## config.mk

```make
export PLATFORM = sky130hd
export DESIGN_NAME = rhc_divider
export DESIGN_NICKNAME = d
export VERILOG_FILES = /design/src/rtl/core/rhc_pkg.sv /design/src/rtl/core/rhc_divider.sv
export SDC_FILE = /design/constraint.sdc
export NUM_CORES = 2
export LEC_CHECK = 0
export BUFFER_PORTS_ARGS = -buffer_cell sky130_fd_sc_hd__buf_4
export CORE_MARGIN = 10
export CORE_UTILIZATION = 55
export CTS_CLUSTER_DIAMETER = 80
export DETAILED_ROUTE_END_ITERATION = 16
export MAX_ROUTING_LAYER = met4
export PLACE_DENSITY = 0.71
export SLEW_MARGIN = 20
export SYNTH_ARGS = -nofsm -noshare
export SYNTH_HDL_FRONTEND = slang
export SYNTH_SLANG_ARGS = --single-unit
```

## constraint.sdc

```tcl
create_clock -name clk -period 5.15 [get_ports clk]
set_input_delay 0.7725 -clock clk [delete_from_list [all_inputs] [get_ports clk]]
set_output_delay 0.7725 -clock clk [all_outputs]
set_load 0.05 [all_outputs]
```

## src/rtl/core/rhc_pkg.sv

```systemverilog
`timescale 1ns / 1ps
// ---------------------------------------------------------------------------
// rhc_pkg
// Shared constants and types for the RGB/HSL color converter.
// ---------------------------------------------------------------------------
package rhc_pkg;

  // default number of fraction bits of the HSL values
  localparam int FRAC_BITS_DEF = 16;

  // divider lane width: remainders and divisors stay below 6*255+1
  localparam int DIV_W = 11;

  // divider lanes: hue and saturation
  localparam int DIV_LANES = 2;

  // direction register codes
  localparam logic DIR_TO_HSL = 1'b0;
  localparam logic DIR_TO_RGB = 1'b1;

  // hue sextant, counted from red
  typedef enum logic [2:0] {
    SEXT_R_TO_Y = 3'd0,
    SEXT_Y_TO_G = 3'd1,
    SEXT_G_TO_C = 3'd2,
    SEXT_C_TO_B = 3'd3,
    SEXT_B_TO_M = 3'd4,
    SEXT_M_TO_R = 3'd5
  } hue_sext_t;

endpackage

```

## src/rtl/core/rhc_divider.sv

```systemverilog
`timescale 1ns / 1ps
// ---------------------------------------------------------------------------
// rhc_divider
// Two-lane pipelined restoring divider, one quotient bit per stage.
// Each lane needs num <= den; the quotient is num * 2^(STEPS-1) / den.
// A side tag travels with each request.
// ---------------------------------------------------------------------------
module rhc_divider import rhc_pkg::*; #(
  parameter int STEPS = FRAC_BITS_DEF + 1,
  parameter int TAG_W = FRAC_BITS_DEF + 2
) (
  input  logic                            clk,
  input  logic [STEPS-1:0]                adv,
  input  logic [DIV_LANES-1:0][DIV_W-1:0] num_i,
  input  logic [DIV_LANES-1:0][DIV_W-1:0] den_i,
  input  logic [TAG_W-1:0]                tag_i,
  output logic [DIV_LANES-1:0][STEPS-1:0] quo_o,
  output logic [TAG_W-1:0]                tag_o
);

  logic [DIV_LANES-1:0][DIV_W-1:0] rem_r [STEPS];
  logic [DIV_LANES-1:0][DIV_W-1:0] den_r [STEPS];
  logic [DIV_LANES-1:0][STEPS-1:0] quo_r [STEPS];
  logic [TAG_W-1:0]                tag_r [STEPS];

  logic [DIV_LANES-1:0][DIV_W-1:0] rem_nxt [STEPS];
  logic [DIV_LANES-1:0][STEPS-1:0] quo_nxt [STEPS];

  for (genvar s = 0; s < STEPS; s++) begin : g_step
    logic [DIV_LANES-1:0][DIV_W:0]   rin;
    logic [DIV_LANES-1:0][DIV_W-1:0] dprev;
    logic [DIV_LANES-1:0][STEPS-1:0] qprev;
    logic [TAG_W-1:0]                tprev;

    if (s == 0) begin : g_first
      always_comb begin
        for (int ln = 0; ln < DIV_LANES; ln++) begin
          rin[ln] = {1'b0, num_i[ln]};
        end
        dprev = den_i;
        qprev = '0;
        tprev = tag_i;
      end
    end else begin : g_next
      always_comb begin
        for (int ln = 0; ln < DIV_LANES; ln++) begin
          rin[ln] = {rem_r[s-1][ln], 1'b0};
        end
        dprev = den_r[s-1];
        qprev = quo_r[s-1];
        tprev = tag_r[s-1];
      end
    end

    always_comb begin
      for (int ln = 0; ln < DIV_LANES; ln++) begin
        if (rin[ln] >= {1'b0, dprev[ln]}) begin
          rem_nxt[s][ln] = DIV_W'(rin[ln] - {1'b0, dprev[ln]});
          quo_nxt[s][ln] = {qprev[ln][STEPS-2:0], 1'b1};
        end else begin
          rem_nxt[s][ln] = rin[ln][DIV_W-1:0];
          quo_nxt[s][ln] = {qprev[ln][STEPS-2:0], 1'b0};
        end
      end
    end

    always_ff @(posedge clk) begin
      if (adv[s]) begin
        rem_r[s] <= rem_nxt[s];
        den_r[s] <= dprev;
        quo_r[s] <= quo_nxt[s];
        tag_r[s] <= tprev;
      end
    end
  end

  assign quo_o = quo_r[STEPS-1];
  assign tag_o = tag_r[STEPS-1];

endmodule

```

==> metrics.cfg <==
[status]
status=complete, no violations

[min_path]
hold_start=tag_i[16]
hold_class=in2reg
min_path_cells=1
hold_path_end=tag_r[0][16]$_DFFE_PP_

[timing]
setup_viol=0
fmax_mhz=327.2
whs_ns=0.1977
rsz0062_at_grt=false
clock_skew_ns=0.01847
worst_slew_pin_slew_ns=0.8888
drv_slew=0
max_slew_margin=0.4075
min_period_ns=3.056
hold_viol_final=0
period_share=0.5934
finalSetupTns_ns=0

[setup_path]
r2r-end=rem_r[0][177]$_DFFE_PP_
path_max_fanout=21
r2r_cells=7
max_stage_delay_ns=0.65
crit_family=compound AO/OA/AOI/OAI gates
arrival_ns=3.54
r2r_slack_ns=2.09
crit_cells=7
crit_slowest_cell=o21a_1
cp.required_ns=5.63
path_class=reg2reg
r2r-start=rem_r[0][154]$_SDFFCE_PN0P_
crit_chain=ha_1 -> ha_1 -> o211ai_1 -> a211oi_1 -> a2111oi_0 -> o21a_1 -> mux2_2
start_kind=flip-flop
critPathCaptureType=flip-flop
timing.critical_path.buf_inv=0
cp_common_cell=ha_1

[drt]
viasPerCell=5.468
drt_iter0_drc=1654
vias=32820
ant_nets=0
drc=0
drtPass1Iterations=7
wirelength_mm=104.3
wl_per_cell_um=17.38

[global_route]
grt_overflow_total=0
grt_pass1_vias=34460
grt_pass1_wl_mm=170.9
antenna_found_initial=0
grt_usage=0.1771
grt_max_degree=67

[run]
drv_cap=0

[clocking]
clock_latency_ns=0.75
cts_tree=built
post_cts_buffers=0
cts_root_buf=clkbuf_16
cts_num_sinks=1316
cts-resized-gates=0
ctsLongestPathBuffers=3
clk_pin_slew_ns=0.06
cts_hold_buffers=0
cts_buffers=138
cts.htree.levels=4

[pwr]
ir_worst_vdd_v=0.0003081
p_leak_nw=26.20
powerDensity_nw_per_um2=550.5

[place]
dp_cells=5761
dp_hpwl_mm=77.01
place.gp.congestion=0.9139
io_buffers=131

[die]
initial_core_util=0.5532
die_w_um=350.7
fp.coreArea_um2=108700
boundaryPins=132
rows=121
die_y_um=350.7
die_area_um2=123000

[synthesis]
synth_most_common_cell=edfxtp_1
synth_cell_types=72
yosysTopAreaCell=edfxtp_1
synth-seq-area-share=0.6572
ys_seq_elements=1316
ys_async_sr_fraction=0
synth_ff_type=edfxtp_1
synth.avg_cell_area_um2=14.20
synth-edff-count=1316
yosysWarnings=0
synth_commonest_cells=edfxtp_1 (1316), inv_1 (442), ha_1 (372), a21oi_1 (264), o21ai_0 (240)
synthesis.nets=4718
synth_top_cell_area_share=0.6572
ys_top_cells_by_area=edfxtp_1 (66%), ha_1 (7.7%), mux2_2 (3.4%), inv_1 (2.8%), a21oi_1 (2.2%)
syn_area_um2=60130
syn_inst=4234

[layout]
post-route-util=0.6183
final_nets=4971
layout.cells.non_filler=6003
drive_above_1_share=0.1279
n_antenna_cell=0
area_growth_pct=11.77
fillers=8135

==> worst register-to-register path, cell delays in order (launching register included) <==
cell and delay (ns):
edfxtp_1 0.43, ha_1 0.34, ha_1 0.19, o211ai_1 0.22
a211oi_1 0.10, a2111oi_0 0.46, o21a_1 0.65, mux2_2 0.43
==> per-stage QoR <==
stage,setup slack (ns),cell area [um^2],power (W)
global placement,1.744,62830,0.02733
detailed placement,1.767,62830,0.02758
global route,1.876,67210,0.03935
floorplan,2.226,60130,0.02476
finish,2.094,67210,0.03700
CTS,2.138,67210,0.03729
==> power by group <==
group	total (W)	switching (W)	internal, W
clock	0.00954	0.00397	0.00556
combinational	0.0119	0.00650	0.00539
sequential	0.0156	0.000962	0.0146
total	0.0370	0.0114	0.0256
==> per-layer routing <==
metal  GRT usage  vias to the layer above  routed length (um)
met5           -                        -                   0
met4     0.06797                        0                3529
li1            -                    16330                   -
met1      0.1777                    15720               39180
met3     0.03085                      229                3346
met2      0.3373                      539               58280
==> worst max-delay path by stage <==
stage,from,end,slack [ns]
finish,rem_r[0][154]$_SDFFCE_PN0P_,rem_r[0][177]$_DFFE_PP_,2.09
floorplan,num_i[11],rem_r[0][21]$_DFFE_PP_,2.23
global placement,num_i[16],rem_r[0][12]$_DFFE_PP_,1.74
global route,rem_r[0][242]$_SDFFCE_PN0P_,rem_r[0][265]$_DFFE_PP_,1.88
detailed placement,num_i[16],rem_r[0][21]$_DFFE_PP_,1.77
CTS,rem_r[0][154]$_SDFFCE_PN0P_,rem_r[0][177]$_DFFE_PP_,2.14
==> state kept, by name, indices dropped and copies added, names as in the netlist <==
signal / cells
den_r: 352
quo_r: 306
rem_r: 352
tag_r: 306
==> logic make-up after synthesis <==
| family | share of synthesized area |
|---|---|
| xor+xnor | 0.03437 |
| mux | 0.03639 |
| compound gates | 0.09382 |
| buf+inv | 0.03100 |
| fa+ha+maj | 0.08806 |
| flops | 0.6572 |
| simple gates | 0.05916 |
==> placed cells by master, fill, tap and decap left out, drive strengths merged, types with 29 or more instances in the layout <==
cell	count
buf	150
xor2	108
inv	451
a21o	86
ha	372
nand2	192
fa	32
edfxtp	1316
nor2b	45
o21ai	242
o21a	31
mux2	189
a211oi	44
a21oi	265
clkbuf	165
nand4	49
clkinv	52
nor2	182
nand3	51
nand2b	70
a31oi	32
xnor2	128
o211ai	29
==> final cells by class <==
class / count / area [um^2] / area share
multi-input cells: 2438 / 18750 / 0.2790
clock buffers: 165 / 3597 / 0.05352
repair buffers: 150 / 1126 / 0.01676
well taps: 1414 / 1769 / 0.02632
clock inverters: 77 / 784.5 / 0.01167
inverters: 443 / 1663 / 0.02474
flip-flops and latches: 1316 / 39520 / 0.5880
Power figures use the tool's default switching activity.
